File: src/rtl/bcmm_pkg.sv
package bcmm_pkg;

  // Result target codes
  localparam logic [2:0] TGT_NONE = 3'd0;
  localparam logic [2:0] TGT_BIOS = 3'd1;
  localparam logic [2:0] TGT_CART = 3'd2;
  localparam logic [2:0] TGT_SRAM = 3'd3;
  localparam logic [2:0] TGT_RAM  = 3'd4;

  // Source of the result byte
  localparam logic [1:0] SRC_ZERO = 2'd0;
  localparam logic [1:0] SRC_OPEN = 2'd1;
  localparam logic [1:0] SRC_RAM  = 2'd2;
  localparam logic [1:0] SRC_SRAM = 2'd3;

  // Mapper kinds, latched by the first register write
  localparam logic [1:0] KIND_UNKNOWN = 2'd0;
  localparam logic [1:0] KIND_HIGH    = 2'd1;
  localparam logic [1:0] KIND_SLOTREG = 2'd2;
  localparam logic [1:0] KIND_A000    = 2'd3;

  // 3D shutter field codes
  localparam logic [1:0] FIELD_NONE  = 2'd0;
  localparam logic [1:0] FIELD_LEFT  = 2'd1;
  localparam logic [1:0] FIELD_RIGHT = 2'd2;

  // Configuration register indexes
  localparam int unsigned CFG_IDX_W = 3;
  localparam logic [CFG_IDX_W-1:0] CFG_BIOS_PRESENT   = 3'd0;
  localparam logic [CFG_IDX_W-1:0] CFG_BIOS_MASK      = 3'd1;
  localparam logic [CFG_IDX_W-1:0] CFG_CART_PRESENT   = 3'd2;
  localparam logic [CFG_IDX_W-1:0] CFG_ROM_MASK       = 3'd3;
  localparam logic [CFG_IDX_W-1:0] CFG_MEMORY_CONTROL = 3'd4;

  localparam int unsigned CFG_DATA_W = 20;
  localparam int unsigned ROM_AW     = 20;

  // Decode constants
  localparam logic [15:0] ADDR_FIELD_LO = 16'hfff8;
  localparam logic [15:0] ADDR_FIELD_HI = 16'hfffb;
  localparam logic [15:0] ADDR_CTRL     = 16'hfffc;
  localparam logic [15:0] ADDR_BANK0_HI = 16'hfffd;
  localparam logic [15:0] ADDR_BANK1_HI = 16'hfffe;
  localparam logic [15:0] ADDR_BANK2_HI = 16'hffff;
  localparam logic [15:0] ADDR_BANK0_LO = 16'h0000;
  localparam logic [15:0] ADDR_BANK1_LO = 16'h4000;
  localparam logic [15:0] ADDR_BANK2_LO = 16'h8000;
  localparam logic [15:0] ADDR_BANK2_A  = 16'ha000;
  localparam logic [15:0] ADDR_SRAM_LO  = 16'h8000;
  localparam logic [15:0] ADDR_SRAM_HI  = 16'hbfff;
  localparam logic [15:0] ADDR_RAM_LO   = 16'hc000;

  localparam logic [7:0] OPEN_BUS       = 8'hff;
  localparam int unsigned MC_BIOS_OFF_BIT = 3;
  localparam int unsigned MC_CART_OFF_BIT = 6;
  localparam int unsigned CTRL_SRAM_BIT   = 3;

  // Routing of one item toward the result
  typedef struct packed {
    logic [2:0]        target;
    logic [ROM_AW-1:0] rom_address;
    logic [1:0]        src;
  } route_t;

  // Memory access request of one item
  typedef struct packed {
    logic ram_en;
    logic ram_we;
    logic sram_en;
    logic sram_we;
  } mem_req_t;

endpackage

File: src/rtl/bcmm_ctrl.sv
module bcmm_ctrl (
  input  logic                             clk,
  input  logic                             rst_n,
  input  logic                             cfg_we,
  input  logic [bcmm_pkg::CFG_IDX_W-1:0]   cfg_index,
  input  logic [bcmm_pkg::CFG_DATA_W-1:0]  cfg_wdata,
  input  logic                             accept,
  input  logic                             operation,
  input  logic [15:0]                      address,
  input  logic [7:0]                       write_data,
  output bcmm_pkg::route_t                 route,
  output bcmm_pkg::mem_req_t               mem_req,
  output logic [1:0]                       field_nxt,
  output logic                             dirty_nxt
);

  // Configuration registers
  logic                          bios_present_r;
  logic [bcmm_pkg::ROM_AW-1:0]   bios_mask_r;
  logic                          cart_present_r;
  logic [bcmm_pkg::ROM_AW-1:0]   rom_mask_r;
  logic [7:0]                    memory_control_r;

  // Mapper state
  logic [1:0] kind_r, kind_nxt;
  logic [5:0] bank_r [3];
  logic [5:0] bank_nxt [3];
  logic       sram_on_r, sram_on_nxt;
  logic       dirty_r;
  logic [1:0] field_r;

  logic       is_write;
  logic       in_sram_range;
  logic       in_ram_range;
  logic [1:0] kind_eff;
  logic [5:0] bank_sel;
  logic [13:0] offset;
  logic [bcmm_pkg::ROM_AW-1:0] base;
  logic [bcmm_pkg::ROM_AW-1:0] ext_addr;
  logic       bios_on;
  logic       cart_on;

  assign is_write      = accept & operation;
  assign in_sram_range = (address >= bcmm_pkg::ADDR_SRAM_LO) &&
                         (address <= bcmm_pkg::ADDR_SRAM_HI);
  assign in_ram_range  = (address >= bcmm_pkg::ADDR_RAM_LO);

  // Hold configuration registers
  always_ff @(posedge clk) begin
    if (!rst_n) begin
      bios_present_r   <= 1'b0;
      bios_mask_r      <= 20'd8191;
      cart_present_r   <= 1'b0;
      rom_mask_r       <= 20'hfffff;
      memory_control_r <= 8'd0;
    end else if (cfg_we) begin
      case (cfg_index)
        bcmm_pkg::CFG_BIOS_PRESENT:   bios_present_r   <= cfg_wdata[0];
        bcmm_pkg::CFG_BIOS_MASK:      bios_mask_r      <= cfg_wdata;
        bcmm_pkg::CFG_CART_PRESENT:   cart_present_r   <= cfg_wdata[0];
        bcmm_pkg::CFG_ROM_MASK:       rom_mask_r       <= cfg_wdata;
        bcmm_pkg::CFG_MEMORY_CONTROL: memory_control_r <= cfg_wdata[7:0];
        default: ;
      endcase
    end
  end

  // Latch the mapper kind on the first register write
  always_comb begin
    kind_eff = kind_r;
    if (kind_r == bcmm_pkg::KIND_UNKNOWN) begin
      if (address >= bcmm_pkg::ADDR_CTRL) begin
        kind_eff = bcmm_pkg::KIND_HIGH;
      end else if (address == bcmm_pkg::ADDR_BANK1_LO ||
                   address == bcmm_pkg::ADDR_BANK2_LO) begin
        kind_eff = bcmm_pkg::KIND_SLOTREG;
      end else if (address == bcmm_pkg::ADDR_BANK2_A) begin
        kind_eff = bcmm_pkg::KIND_A000;
      end
    end
  end

  // Decode register writes of the latched kind
  always_comb begin
    kind_nxt    = kind_r;
    bank_nxt    = bank_r;
    sram_on_nxt = sram_on_r;
    field_nxt   = field_r;
    dirty_nxt   = dirty_r;
    if (is_write) begin
      kind_nxt = kind_eff;
      if (address >= bcmm_pkg::ADDR_FIELD_LO && address <= bcmm_pkg::ADDR_FIELD_HI) begin
        field_nxt = write_data[0] ? bcmm_pkg::FIELD_LEFT : bcmm_pkg::FIELD_RIGHT;
      end
      case (kind_eff)
        bcmm_pkg::KIND_HIGH: begin
          if (address == bcmm_pkg::ADDR_CTRL) begin
            sram_on_nxt = write_data[bcmm_pkg::CTRL_SRAM_BIT];
          end else if (address == bcmm_pkg::ADDR_BANK0_HI) begin
            bank_nxt[0] = write_data[5:0];
          end else if (address == bcmm_pkg::ADDR_BANK1_HI) begin
            bank_nxt[1] = write_data[5:0];
          end else if (address == bcmm_pkg::ADDR_BANK2_HI) begin
            bank_nxt[2] = write_data[5:0];
          end
        end
        bcmm_pkg::KIND_SLOTREG: begin
          if (address == bcmm_pkg::ADDR_BANK0_LO) begin
            bank_nxt[0] = write_data[5:0];
          end else if (address == bcmm_pkg::ADDR_BANK1_LO) begin
            bank_nxt[1] = write_data[5:0];
          end else if (address == bcmm_pkg::ADDR_BANK2_LO) begin
            bank_nxt[2] = write_data[5:0];
          end
        end
        bcmm_pkg::KIND_A000: begin
          if (address == bcmm_pkg::ADDR_BANK2_A) begin
            bank_nxt[2] = write_data[5:0];
          end
        end
        default: ;
      endcase
      // The control register lies outside the SRAM window, so the old enable decides
      if (sram_on_r && in_sram_range) begin
        dirty_nxt = 1'b1;
      end
    end
  end

  // Hold mapper state
  always_ff @(posedge clk) begin
    if (!rst_n) begin
      kind_r    <= bcmm_pkg::KIND_UNKNOWN;
      bank_r[0] <= 6'd0;
      bank_r[1] <= 6'd1;
      bank_r[2] <= 6'd2;
      sram_on_r <= 1'b0;
      dirty_r   <= 1'b0;
      field_r   <= bcmm_pkg::FIELD_NONE;
    end else begin
      kind_r    <= kind_nxt;
      bank_r    <= bank_nxt;
      sram_on_r <= sram_on_nxt;
      dirty_r   <= dirty_nxt;
      field_r   <= field_nxt;
    end
  end

  // Form the external ROM address of a slot read
  always_comb begin
    case (address[15:14])
      2'd0:    bank_sel = bank_r[0];
      2'd1:    bank_sel = bank_r[1];
      default: bank_sel = bank_r[2];
    endcase
  end

  assign offset = address[13:0];
  assign base   = (address[15:14] == 2'd0 && offset[13:10] == 4'd0) ?
                  '0 : {bank_sel, 14'd0};
  assign ext_addr = base + {6'd0, offset};
  assign bios_on  = bios_present_r & ~memory_control_r[bcmm_pkg::MC_BIOS_OFF_BIT];
  assign cart_on  = cart_present_r & ~memory_control_r[bcmm_pkg::MC_CART_OFF_BIT];

  // Route the item
  always_comb begin
    route.target      = bcmm_pkg::TGT_NONE;
    route.rom_address = '0;
    route.src         = bcmm_pkg::SRC_OPEN;
    if (operation) begin
      route.src = bcmm_pkg::SRC_ZERO;
    end else if (in_ram_range) begin
      route.target = bcmm_pkg::TGT_RAM;
      route.src    = bcmm_pkg::SRC_RAM;
    end else if (bios_on) begin
      route.target      = bcmm_pkg::TGT_BIOS;
      route.rom_address = ext_addr & bios_mask_r;
      route.src         = bcmm_pkg::SRC_ZERO;
    end else if (sram_on_r && address[15:14] == 2'd2) begin
      route.target = bcmm_pkg::TGT_SRAM;
      route.src    = bcmm_pkg::SRC_SRAM;
    end else if (cart_on) begin
      route.target      = bcmm_pkg::TGT_CART;
      route.rom_address = ext_addr & rom_mask_r;
      route.src         = bcmm_pkg::SRC_ZERO;
    end
  end

  // Request memory accesses
  assign mem_req.ram_en  = accept & in_ram_range;
  assign mem_req.ram_we  = operation;
  assign mem_req.sram_en = accept & (operation ? (sram_on_r & in_sram_range) :
                                     (route.src == bcmm_pkg::SRC_SRAM));
  assign mem_req.sram_we = operation;

endmodule
File: config.mk
export PLATFORM = sky130hd
export DESIGN_NAME = bcmm_ctrl
export DESIGN_NICKNAME = d
export VERILOG_FILES = /design/src/rtl/bcmm_pkg.sv /design/src/rtl/bcmm_ctrl.sv
export SDC_FILE = /design/constraint.sdc
export NUM_CORES = 1
export LEC_CHECK = 0
export BUFFER_PORTS_ARGS = -buffer_cell sky130_fd_sc_hd__buf_4
export CORE_UTILIZATION = 45
export DETAILED_ROUTE_END_ITERATION = 12
export GPL_TIMING_DRIVEN = 1
export PLACE_DENSITY = 0.75
export SYNTH_ARGS = -nofsm -noshare
export SYNTH_HDL_FRONTEND = slang
export SYNTH_SLANG_ARGS = --single-unit
File: constraint.sdc
create_clock -name clk -period 1.9 [get_ports clk]
set_input_delay 0.19 -clock clk [delete_from_list [all_inputs] [get_ports clk]]
set_output_delay 0.19 -clock clk [all_outputs]
set_load 0.01 [all_outputs]
==> metrics.cfg, run 1 <==
[run_status]
result_of_the_run = completed

[drt]
avgRoutedWirePerCell_um = 14.7
route.vias.total = 3206
initialDrtViolationCount = 218
drt-total-wl_mm = 8.85
detailedRoute.firstPassIterationCount = 4
via_cell_ratio = 5.31
ant_nets = 0
remaining_drc_errors = 0

[sta]
skew_ps = 3.30
worstMarginPinSlew_ps = 689
timing.final.max_slew_violations = 0
rsz_0062_raised_after_global_routing = yes
maxClockFrequency_mhz = 531
setup_viol = 0
worst_slew_margin_rel_pct = 54.1
min_period_over_period_pct = 99.1
finalWorstSetupSlack_ps = 16.7
clock_period_minus_final_worst_setup_slack_ps = 1880
finalSetupTns_ps = 0
final.hold.worst_slack_ps = 58.2
report.final.hold_viol_count = 0

[synthesis]
portion_of_netlist_area_occupied_by_mux_cells_pct = 9.33
synth-edff-count = 0
ys.flop_type = sky130_fd_sc_hd__dfxtp_1
ys_seq_elements = 68
synth_xor_area_share_pct = 0.268
net_count_after_synthesis = 469
synth_compound_gate_area_share_pct = 11.1
yosys.area_share.simple_pct = 34.0
synth_area_per_cell_um2 = 7.84
post_synth_num_cell_types = 37
number_of_warnings_reported_in_the_yosys_synthesis_log = 0
synthCells = 417
post_synth_fa_ha_maj_area_fraction_pct = 0
dominant_combinational_cell_family_by_area_after_synthesis = simple AND/OR/NAND/NOR gates
mapped_area_um2 = 3270
sequential_element_share_of_the_synthesized_area_pct = 41.6
synth_async_sr_flop_share_pct = 0

[critical_path]
crit_fanout = 9
worstPathRequired_ps = 1710
critical_path_arrival_ps = 1690
cp-start-kind = flop
critPathCaptureType = output pin
timing_worst_setup_path_type = reg -> out

[clock_network]
clock_latency_on_the_worst_skew_pair_ps = 340
clock_transition_at_the_registers_of_the_reported_paths_ps = 80
clock_sinks = 68
hold_bufs_at_cts = 0
numCtsBuffers = 9
cts_buffer_depth = 2
tritoncts = yes
cts_root_buf = sky130_fd_sc_hd__clkbuf_8
htreeDepth = 3

[final_layout]
final_core_util_pct = 64.1
area_growth_pct = 35.4
mostFrequentLayoutCell = sky130_fd_sc_hd__nand2_1
nFillCells = 613
n_antenna_cell = 0
mostFrequentLayoutCells = 125 x sky130_fd_sc_hd__nand2_1, 97 x sky130_fd_sc_hd__buf_4, 66 x sky130_fd_sc_hd__dfxtp_1
layout-drive-gt1-share_pct = 29.7
finish.net_count = 555

[grt]
maximum_number_of_pins_on_one_net_before_global_route_repair = 77
track_usage_pct = 23.8
gr-total-overflow = 0
initial_antenna_violation_count = 0
grt_pass1_wl_mm = 13.8
via_count_of_the_first_global_routing_pass = 3014

[min_path]
hold_class = in -> reg

[floorplanning]
initial_utilization_pct = 47.4
design.die.area_um2 = 7610
die_width_um = 87.3
core_area_um2 = 6910
placement_rows = 30
pin_count = 84
floorplan.die.height_um = 87.3

[placement]
placed_wire_length_estimate_after_detailed_placement_mm = 6.04
port-buffer-count = 81
global_placement_routability_congestion = 0.872
dp_slack_ps = 125

[power_and_ir_drop]
power.density_nw_per_um2 = 711
leakagePower_nw = 1.91
peakVddDrop_v = 0.000384

[run]
maxCapViolCount = 0

==> report_power, final <==
group	switching (mW)	leakage (nW)	internal, mW
registers	0.0183	0.553	1.45
clock network	0.560	0.116	0.774
logic	0.184	1.24	0.156
total	0.763	1.91	2.38
==> per-stage QoR <==
stage | total power, mW | area, um^2 | std cells
after CTS | 3.17 | 4370 | 601
after global routing | 3.28 | 4430 | 604
after floorplan | 1.66 | 3270 | 417
after global placement | 1.82 | 3990 | 579
final | 3.15 | 4430 | 604
after detailed placement | 1.82 | 3990 | 579
==> layer usage <==
metal	wire, um	up-vias	part of all wire (%)	track usage, %
met5	0	-	0	0
met2	4410	97	50	40.3
li1	-	1589	-	-
met3	457	9	5.2	3.41
met4	132	0	1.5	10.3
met1	3850	1511	43	30.0
==> cells by family after synthesis <==
family | after synthesis
muxes | 30
xor gates and xnor gates | 1
DFF | 68
AOI/OAI and AO/OA | 49
and+or+nand+nor | 240
buffers and inverters | 29
==> worst paths after layout <==
kind                                 endpoint  cells past startpoint                              from  slack, ps
setup / recovery                    route[13]                      8  memory_control_r[3]$_SDFFE_PN0P_         20
hold reg to reg        bank_r[8]$_SDFFE_PN0P_                      2            bank_r[8]$_SDFFE_PN0P_        460
hold / removal    bios_mask_r[9]$_SDFFE_PN1P_                      3                      cfg_wdata[9]         60
setup reg to reg       bank_r[1]$_SDFFE_PN1P_                      5            kind_r[1]$_SDFFE_PN0P_        230
==> final cells by class <==
cell class / instances / area, um^2 / share of cell area, %
clock inverter: 6 / 87.6 / 1.98
multi-input combinational: 320 / 1890 / 42.8
sequential: 68 / 1360 / 30.8
clock buffer: 10 / 138 / 3.11
tap: 96 / 120 / 2.71
inverter: 2 / 7.51 / 0.169
timing repair buffer: 102 / 818 / 18.5
==> repair_timing <==
action	in CTS	in global routing
resized for setup	20	7
gates cloned	1	0
endpoints found under the setup margin	6	16
buffers inserted	5	3
pin swaps	4	8
==> registers in the layout, summed over array words and instances, names as in the netlist <==
signal / flops
bios_mask_r: 20
rom_mask_r: 20
bank_r: 18
field_r: 2
kind_r: 2
memory_control_r: 2
bios_present_r: 1
cart_present_r: 1
dirty_r: 1
sram_on_r: 1
==> critical path: stages (launching register included) <==
cell                      delay (ps)
sky130_fd_sc_hd__dfxtp_1         400
sky130_fd_sc_hd__nor2b_4          70
sky130_fd_sc_hd__nor3_2          160
sky130_fd_sc_hd__buf_4           160
sky130_fd_sc_hd__buf_12          130
sky130_fd_sc_hd__buf_6           100
sky130_fd_sc_hd__a22oi_1          50
sky130_fd_sc_hd__nor2_1          160
sky130_fd_sc_hd__buf_4           140
==> synth_stat cells, types with 2 or more instances <==
| library cell | count | area share [%] |
|---|---|---|
| sky130_fd_sc_hd__nor4b_2 | 2 | 0.92 |
| sky130_fd_sc_hd__and3_1 | 5 | 0.96 |
| sky130_fd_sc_hd__nor4_1 | 5 | 0.96 |
| sky130_fd_sc_hd__nand4b_1 | 2 | 0.54 |
| sky130_fd_sc_hd__nor2b_1 | 10 | 1.9 |
| sky130_fd_sc_hd__buf_2 | 3 | 0.46 |
| sky130_fd_sc_hd__inv_1 | 2 | 0.23 |
| sky130_fd_sc_hd__a22oi_1 | 20 | 4.6 |
| sky130_fd_sc_hd__mux2i_1 | 29 | 8.9 |
| sky130_fd_sc_hd__a21boi_0 | 8 | 1.8 |
| sky130_fd_sc_hd__nor3b_1 | 2 | 0.46 |
| sky130_fd_sc_hd__a21oi_4 | 2 | 0.99 |
| sky130_fd_sc_hd__a21oi_1 | 10 | 1.5 |
| sky130_fd_sc_hd__nor3_1 | 10 | 1.5 |
| sky130_fd_sc_hd__nand2b_1 | 3 | 0.57 |
| sky130_fd_sc_hd__o21a_1 | 3 | 0.69 |
| sky130_fd_sc_hd__nor2_1 | 28 | 3.2 |
| sky130_fd_sc_hd__and2_1 | 3 | 0.57 |
| sky130_fd_sc_hd__nand2_1 | 126 | 14 |
| sky130_fd_sc_hd__dfxtp_1 | 68 | 42 |
| sky130_fd_sc_hd__nand3_1 | 38 | 5.8 |
| sky130_fd_sc_hd__buf_4 | 2 | 0.46 |
| sky130_fd_sc_hd__clkbuf_1 | 22 | 2.5 |
Note: power is estimated with default switching activity, not from simulation.
==> run 2: changes to the inputs <==
Settings changed: REMOVE_ABC_BUFFERS set to 1.
==> run 2 against run 1 <==
Cell count down 0.17%. Power down 0.71%. Final area down 0.37%. Critical path type unchanged. Utilization down 0.24 points. Critical path depth unchanged. First-iteration DRC count down 15%. Non-clock buffer count down 1. Register-to-register slack about the same.
==> metrics.cfg, run 2 (synthesis results as in run 1) <==
[run_status]
result_of_the_run = completed  ; unchanged

[critical_path]
critPathBufInv = 3  ; was 4
critPathCaptureType = output pin  ; unchanged
r2r-end = bank_r[1]$_SDFFE_PN1P_  ; unchanged
setup.reg_to_reg.worst_slack_ps = 240  ; was 230 ps
worstPathRequired_ps = 1710  ; about the same
reg2regPathDepth = 5  ; unchanged
max_stage_delay_ps = 340  ; was 400 ps
cp_top_family = buffers and inverters  ; unchanged
cpMaxStageDelayCell = sky130_fd_sc_hd__dfxtp_2  ; was sky130_fd_sc_hd__dfxtp_1
timing_worst_setup_path_type = reg -> out  ; unchanged
critical_path.cell_chain = nand2_4 -> nor2_4 -> nor3_2 -> buf_4 -> clkbuf_16 -> a22oi_1 -> nor3_1 -> buf_4  ; was nor2b_4 -> nor3_2 -> buf_4 -> buf_12 -> buf_6 -> a22oi_1 -> nor2_1 -> buf_4
timing.rr.start = kind_r[1]$_SDFFE_PN0P_  ; unchanged
crit_path_most_repeated_cell = sky130_fd_sc_hd__buf_4  ; unchanged
critical_path_arrival_ps = 1680  ; was 1690 ps
crit_fanout = 5  ; was 9
cp-start-kind = flop  ; unchanged

[final_layout]
mostFrequentLayoutCell = sky130_fd_sc_hd__nand2_1  ; unchanged
area_growth_pct = 34.9  ; was 35.4%
n_antenna_cell = 0  ; unchanged
sequential_cell_area_um2 = 1360  ; unchanged
registers_with_the_highest_flip_flop_counts = bios_mask_r x20, rom_mask_r x20, bank_r x18  ; unchanged
multi_input_logic_area_um2 = 1900  ; was 1890 um^2
nFillCells = 646  ; was 613
mostFrequentLayoutCells = 125 x sky130_fd_sc_hd__nand2_1, 97 x sky130_fd_sc_hd__buf_4, 66 x sky130_fd_sc_hd__dfxtp_1  ; unchanged
layout-drive-gt1-share_pct = 29.6  ; was 29.7%
finish.net_count = 554  ; was 555

[clock_network]
clock_sinks = 68  ; unchanged
htreeDepth = 3  ; unchanged
cts_buffer_depth = 2  ; unchanged
numCtsBuffers = 9  ; unchanged
tritoncts = yes  ; unchanged
hold_bufs_at_cts = 0  ; unchanged
clock_transition_at_the_registers_of_the_reported_paths_ps = 80  ; about the same
clock_latency_on_the_worst_skew_pair_ps = 340  ; about the same
cts_root_buf = sky130_fd_sc_hd__clkbuf_8  ; unchanged

[placement]
global_placement_routability_congestion = 0.860  ; was 0.872
placed_wire_length_estimate_after_detailed_placement_mm = 6.14  ; was 6.04 mm
port-buffer-count = 81  ; unchanged

[floorplanning]
pin_count = 84  ; unchanged
placement_rows = 30  ; unchanged
floorplan.die.height_um = 87.3  ; unchanged
design.die.area_um2 = 7610  ; unchanged
core_area_um2 = 6910  ; unchanged
initial_utilization_pct = 47.4  ; unchanged
die_width_um = 87.3  ; unchanged

[power_and_ir_drop]
power.density_nw_per_um2 = 708  ; was 711 nW/um^2
peakVddDrop_v = 0.000525  ; was 0.000384 V
leakagePower_nw = 1.88  ; was 1.91 nW

[sta]
final.hold.worst_slack_ps = 61.6  ; was 58.2 ps
maxClockFrequency_mhz = 534  ; was 531 MHz
worst_slew_margin_rel_pct = 65.9  ; was 54.1%
skew_ps = 11.8  ; was 3.30 ps
report.final.hold_viol_count = 0  ; unchanged
min_period_over_period_pct = 98.6  ; was 99.1%
finalSetupTns_ps = 0  ; unchanged
worstMarginPinSlew_ps = 512  ; was 689 ps
timing.final.max_slew_violations = 0  ; unchanged
rsz_0062_raised_after_global_routing = yes  ; unchanged
setup_viol = 0  ; unchanged
clock_period_minus_final_worst_setup_slack_ps = 1870  ; was 1880 ps

[drt]
via_cell_ratio = 5.42  ; was 5.31
avgRoutedWirePerCell_um = 15.1  ; was 14.7 um
drt-total-wl_mm = 9.08  ; was 8.85 mm
ant_nets = 0  ; unchanged
initialDrtViolationCount = 186  ; was 218
remaining_drc_errors = 0  ; unchanged
detailedRoute.firstPassIterationCount = 4  ; unchanged
route.vias.total = 3268  ; was 3206

[grt]
maximum_number_of_pins_on_one_net_before_global_route_repair = 49  ; was 77
initial_antenna_violation_count = 0  ; unchanged
gr-total-overflow = 0  ; unchanged
track_usage_pct = 24.9  ; was 23.8%
grt_pass1_wl_mm = 14.4  ; was 13.8 mm
via_count_of_the_first_global_routing_pass = 3076  ; was 3014

[min_path]
timing.hold.worst_path_depth = 3  ; unchanged
hold_path_startpoint = cfg_wdata[10]  ; was cfg_wdata[9]
worstHoldEndpoint = bios_mask_r[10]$_SDFFE_PN1P_  ; was bios_mask_r[9]$_SDFFE_PN1P_
hold_class = in -> reg  ; unchanged

[run]
maxCapViolCount = 0  ; unchanged

-- run 2: cell count changes in the layout (fill, tap and decap cells not counted), sizes merged --
| cell | before | now |
|---|---|---|
| clkinvlp | 0 | 2 |
| clkinv | 4 | 2 |
| clkbuf | 10 | 11 |
| buf | 102 | 100 |
-- run 2: worst max-delay path by stage --
stage | from | end | slack [ps] | cells past startpoint
5_1_grt | sram_on_r$_SDFFE_PN0P_ | route[16] | -50 | 8
4_1_cts | sram_on_r$_SDFFE_PN0P_ | route[3] | -10 | 9
3_3_place_gp | address[5] | bank_r[8]$_SDFFE_PN0P_ | 70 | 6
2_1_floorplan | bios_present_r$_SDFFE_PN0P_ | route[16] | -490 | 4
6_report | sram_on_r$_SDFFE_PN0P_ | route[21] | 30 | 8
3_5_place_dp | address[5] | bank_r[7]$_SDFFE_PN0P_ | 20 | 6
-- run 2: per-layer routing --
metal	vias up	share of wire, %	track usage, %
met1	1547	43	31.6
met4	0	1.3	8.79
met3	10	6.3	4.55
met2	117	50	42.2
li1	1594	-	-
met5	-	0	0
-- run 2: repair_timing --
item / 4_1_cts / 5_1_grt
pin swaps: 5 / 5
setup endpoints to repair: 6 / 16
resized for setup: 12 / 14
setup buffers: 3 / 2
gates cloned: 1 / 1
-- run 2: area by class of cell --
type / count / share of cell area [%]
multi-input cells: 320 / 43.1
repair buffers: 101 / 18.2
flip-flops and latches: 68 / 30.9
inverters: 2 / 0.170
clock buffers: 10 / 2.89
clock inverters: 6 / 2.01
well taps: 96 / 2.72
-- run 2: where the power goes --
| group | internal [mW] | switching, mW | total, mW |
|---|---|---|---|
| Combinational | 0.157 | 0.187 | 0.344 |
| Sequential | 1.45 | 0.0180 | 1.47 |
| Clock | 0.739 | 0.569 | 1.31 |
| Total | 2.35 | 0.775 | 3.13 |
-- run 2: worst register-to-register path: stages (launching register included) --
cell                       delay, ps
sky130_fd_sc_hd__dfxtp_1         350
sky130_fd_sc_hd__nand4b_1        230
sky130_fd_sc_hd__nor4_4          280
sky130_fd_sc_hd__nand3_2         150
sky130_fd_sc_hd__a21oi_4         350
sky130_fd_sc_hd__mux2i_1         240
-- run 2: per-stage QoR --
stage	area [um^2]	std cells	total power, mW	setup slack, ps	util, %
final	4410	603	3.13	25.7	63.9
after global routing	4410	603	3.23	-46.2	63.9
after CTS	4330	601	3.13	-10.2	62.7
after detailed placement	4010	581	1.83	22.4	58.0
after global placement	4010	581	1.82	71.5	58.0
after floorplan	3160	390	1.62	-495	-
==> run 3: changes to the inputs <==
Settings changed: GPL_TIMING_DRIVEN 1 to 0, HOLD_SLACK_MARGIN set to 0.1.
==> run 3 against run 2 <==
Maximum frequency up 3.1%. Cell count increased by 1.0%. Worst hold slack improved by 53 ps. Register-to-register slack worse by 20 ps. Sequential cell count did not move. Non-clock buffer count increased by 6. Sequential power is essentially flat. Critical endpoint is now field_nxt[0]. Largest power group unchanged.
==> metrics.cfg, run 3 (synthesis results as in run 1) <==
[placement]
placed_wire_length_estimate_after_detailed_placement_mm = 5.91  ; was 6.14 mm
place_inst = 569  ; was 581
global_placement_routability_congestion = 0.801  ; was 0.860
port-buffer-count = 81  ; unchanged
placement.cell_area_um2 = 3930  ; was 4010 um^2

[final_layout]
mostFrequentLayoutCells = 125 x sky130_fd_sc_hd__nand2_1, 84 x sky130_fd_sc_hd__buf_4, 64 x sky130_fd_sc_hd__dfxtp_1  ; was 125 x sky130_fd_sc_hd__nand2_1, 97 x sky130_fd_sc_hd__buf_4, 66 x sky130_fd_sc_hd__dfxtp_1
nFillCells = 610  ; was 646
instances_no_fill = 609  ; was 603
final_core_util_pct = 65.1  ; was 63.9%
n_antenna_cell = 0  ; unchanged
finish.net_count = 560  ; was 554
registers_with_the_highest_flip_flop_counts = bios_mask_r x20, rom_mask_r x20, bank_r x18  ; unchanged
final_cell_area_excluding_filler_cells_um2 = 4490  ; was 4410 um^2
area_growth_pct = 37.4  ; was 34.9%
mostFrequentLayoutCell = sky130_fd_sc_hd__nand2_1  ; unchanged
layout-drive-gt1-share_pct = 25.7  ; was 29.6%

[grt]
initial_antenna_violation_count = 0  ; unchanged
track_usage_pct = 24.5  ; was 24.9%
gr-total-overflow = 0  ; unchanged
via_count_of_the_first_global_routing_pass = 3137  ; was 3076
maximum_number_of_pins_on_one_net_before_global_route_repair = 77  ; was 49
grt_pass1_wl_mm = 14.5  ; was 14.4 mm

[drt]
via_cell_ratio = 5.29  ; was 5.42
avgRoutedWirePerCell_um = 14.6  ; was 15.1 um
ant_nets = 0  ; unchanged
detailedRoute.firstPassIterationCount = 4  ; unchanged
route.vias.total = 3219  ; was 3268
remaining_drc_errors = 0  ; unchanged
drt-total-wl_mm = 8.91  ; was 9.08 mm
initialDrtViolationCount = 229  ; was 186

[power_and_ir_drop]
net-switching-power_mw = 0.736  ; was 0.775 mW
pwr-share-clk_pct = 44.6  ; was 41.9%
post-layout-total-power_mw = 3.30  ; was 3.13 mW
power.density_nw_per_um2 = 735  ; was 708 nW/um^2
netSwitchingFraction_pct = 22.3  ; was 24.8%
leakagePower_nw = 1.90  ; was 1.88 nW
intPower_mw = 2.57  ; was 2.35 mW
peakVddDrop_v = 0.000526  ; was 0.000525 V
relative_contribution_of_combinational_cells_to_total_power_pct = 10.9  ; was 11.0%
p_seq_share_pct = 44.5  ; was 47.1%

[min_path]
worstHoldEndpoint = bios_mask_r[6]$_SDFFE_PN1P_  ; was bios_mask_r[10]$_SDFFE_PN1P_
hold_path_startpoint = cfg_wdata[6]  ; was cfg_wdata[10]
hold_class = in -> reg  ; unchanged
timing.hold.worst_path_depth = 3  ; unchanged

[sta]
maxClockFrequency_mhz = 550  ; was 534 MHz
worstMarginPinSlew_ps = 938  ; was 512 ps
finalSetupTns_ps = 0  ; unchanged
timing.final.max_slew_violations = 0  ; unchanged
skew_ps = 5.32  ; was 11.8 ps
setup_viol = 0  ; unchanged
report.final.hold_viol_count = 0  ; unchanged
worst_slew_margin_rel_pct = 37.3  ; was 65.9%
clock_period_minus_final_worst_setup_slack_ps = 1820  ; was 1870 ps
min_period_over_period_pct = 95.7  ; was 98.6%
rsz_0062_raised_after_global_routing = no  ; was yes

[critical_path]
worstPathRequired_ps = 1710  ; about the same
critPathCaptureType = output pin  ; unchanged
cpMaxStageDelayCell = sky130_fd_sc_hd__nor4_2  ; was sky130_fd_sc_hd__dfxtp_2
cp-start-kind = primary input  ; was flop
max_stage_delay_ps = 350  ; was 340 ps
crit_fanout = 20  ; was 5
cp_top_family = simple AND/OR/NAND/NOR gates  ; was buffers and inverters
critPathBufInv = 2  ; was 3
timing_worst_setup_path_type = in -> out  ; was reg -> out
timing.rr.start = kind_r[1]$_SDFFE_PN0P_  ; unchanged
reg2regPathDepth = 5  ; unchanged
critical_path_arrival_ps = 1630  ; was 1680 ps
critical_path.cell_chain = buf_4 -> nand2_1 -> nor4_2 -> nand2_1 -> mux2_4 -> buf_4  ; was nand2_4 -> nor2_4 -> nor3_2 -> buf_4 -> clkbuf_16 -> a22oi_1 -> nor3_1 -> buf_4
r2r-end = bank_r[8]$_SDFFE_PN0P_  ; was bank_r[1]$_SDFFE_PN1P_
setup.reg_to_reg.worst_slack_ps = 220  ; was 240 ps

[floorplanning]
placement_rows = 30  ; unchanged
die_width_um = 87.3  ; unchanged
floorplan.die.height_um = 87.3  ; unchanged
design.die.area_um2 = 7610  ; unchanged
core_area_um2 = 6910  ; unchanged
pin_count = 84  ; unchanged
initial_utilization_pct = 47.4  ; unchanged

[clock_network]
clock_latency_on_the_worst_skew_pair_ps = 340  ; about the same
cts_buffer_depth = 2  ; unchanged
numCtsBuffers = 9  ; unchanged
clock_sinks = 68  ; unchanged
clock_transition_at_the_registers_of_the_reported_paths_ps = 70  ; was 80 ps
tritoncts = yes  ; unchanged
htreeDepth = 3  ; unchanged
cts_root_buf = sky130_fd_sc_hd__clkbuf_8  ; unchanged

[run]
maxCapViolCount = 0  ; unchanged

[run_status]
result_of_the_run = completed  ; unchanged

run 3: cell types whose count changed in the layout (fill, tap and decap cells not counted), sizes merged:
cell,previous run,this run
clkbuf,11,12
buf,100,88
dlygate4sd3,0,19
bufinv,2,3
clkinvlp,2,0
clkinv,2,1
run 3: cell type report:
cell class                 count  area (um^2)  area share, %
multi-input combinational    320         1880           41.8
clock buffer                  12          155           3.45
clock inverter                 4         95.1           2.12
inverter                       2         7.51          0.167
timing repair buffer         107          870           19.4
sequential                    68         1370           30.4
tap                           96          120           2.67
run 3: layer usage:
layer	up-vias	routed length [um]	GRT usage [%]
met5	-	0	0
met3	8	448	3.70
met2	94	4450	42.0
met1	1518	3920	30.3
met4	0	94	11.0
li1	1599	-	-
run 3: worst min-delay path, delay by kind of cell:
kind | cells | cell delay, ps
AND/OR/NAND/NOR | 2 | 120
buffers and inverters | 1 | 100
run 3: what timing repair did:
action                                  in CTS  in global routing
gates resized for setup                      8                 15
pin swaps                                    1                  5
endpoints found under the hold margin       30                  0
hold buffers                                19                  0
buffers inserted                             3                  3
endpoints found under the setup margin      23                 19
run 3: power by group through the flow:
stage / clock network, mW / registers, mW / logic, mW
2_1_floorplan: 0 / 1.50 / 0.120
3_3_place_gp: 0 / 1.50 / 0.302
3_5_place_dp: 0 / 1.50 / 0.311
4_1_cts: 1.48 / 1.47 / 0.353
5_1_grt: 1.56 / 1.47 / 0.392
6_report: 1.47 / 1.47 / 0.359
run 3: per-stage QoR:
stage / worst slack (ps) / hold slack, ps
2_1_floorplan: -495 / 262
3_3_place_gp: -1710 / 409
3_5_place_dp: -831 / 414
4_1_cts: 0.536 / 102
5_1_grt: 0.262 / 116
6_report: 82.5 / 114
run 3: worst max-delay path by stage:
stage	start	end	slack, ps	cells after the start
global placement	bios_present_r$_SDFFE_PN0P_	route[21]	-1710	5
floorplan	bios_present_r$_SDFFE_PN0P_	route[16]	-490	4
finish	address[15]	field_nxt[0]	80	6
global route	sram_on_r$_SDFFE_PN0P_	route[2]	0.3	7
detailed placement	address[15]	route[16]	-830	5
CTS	sram_on_r$_SDFFE_PN0P_	route[16]	0.5	7
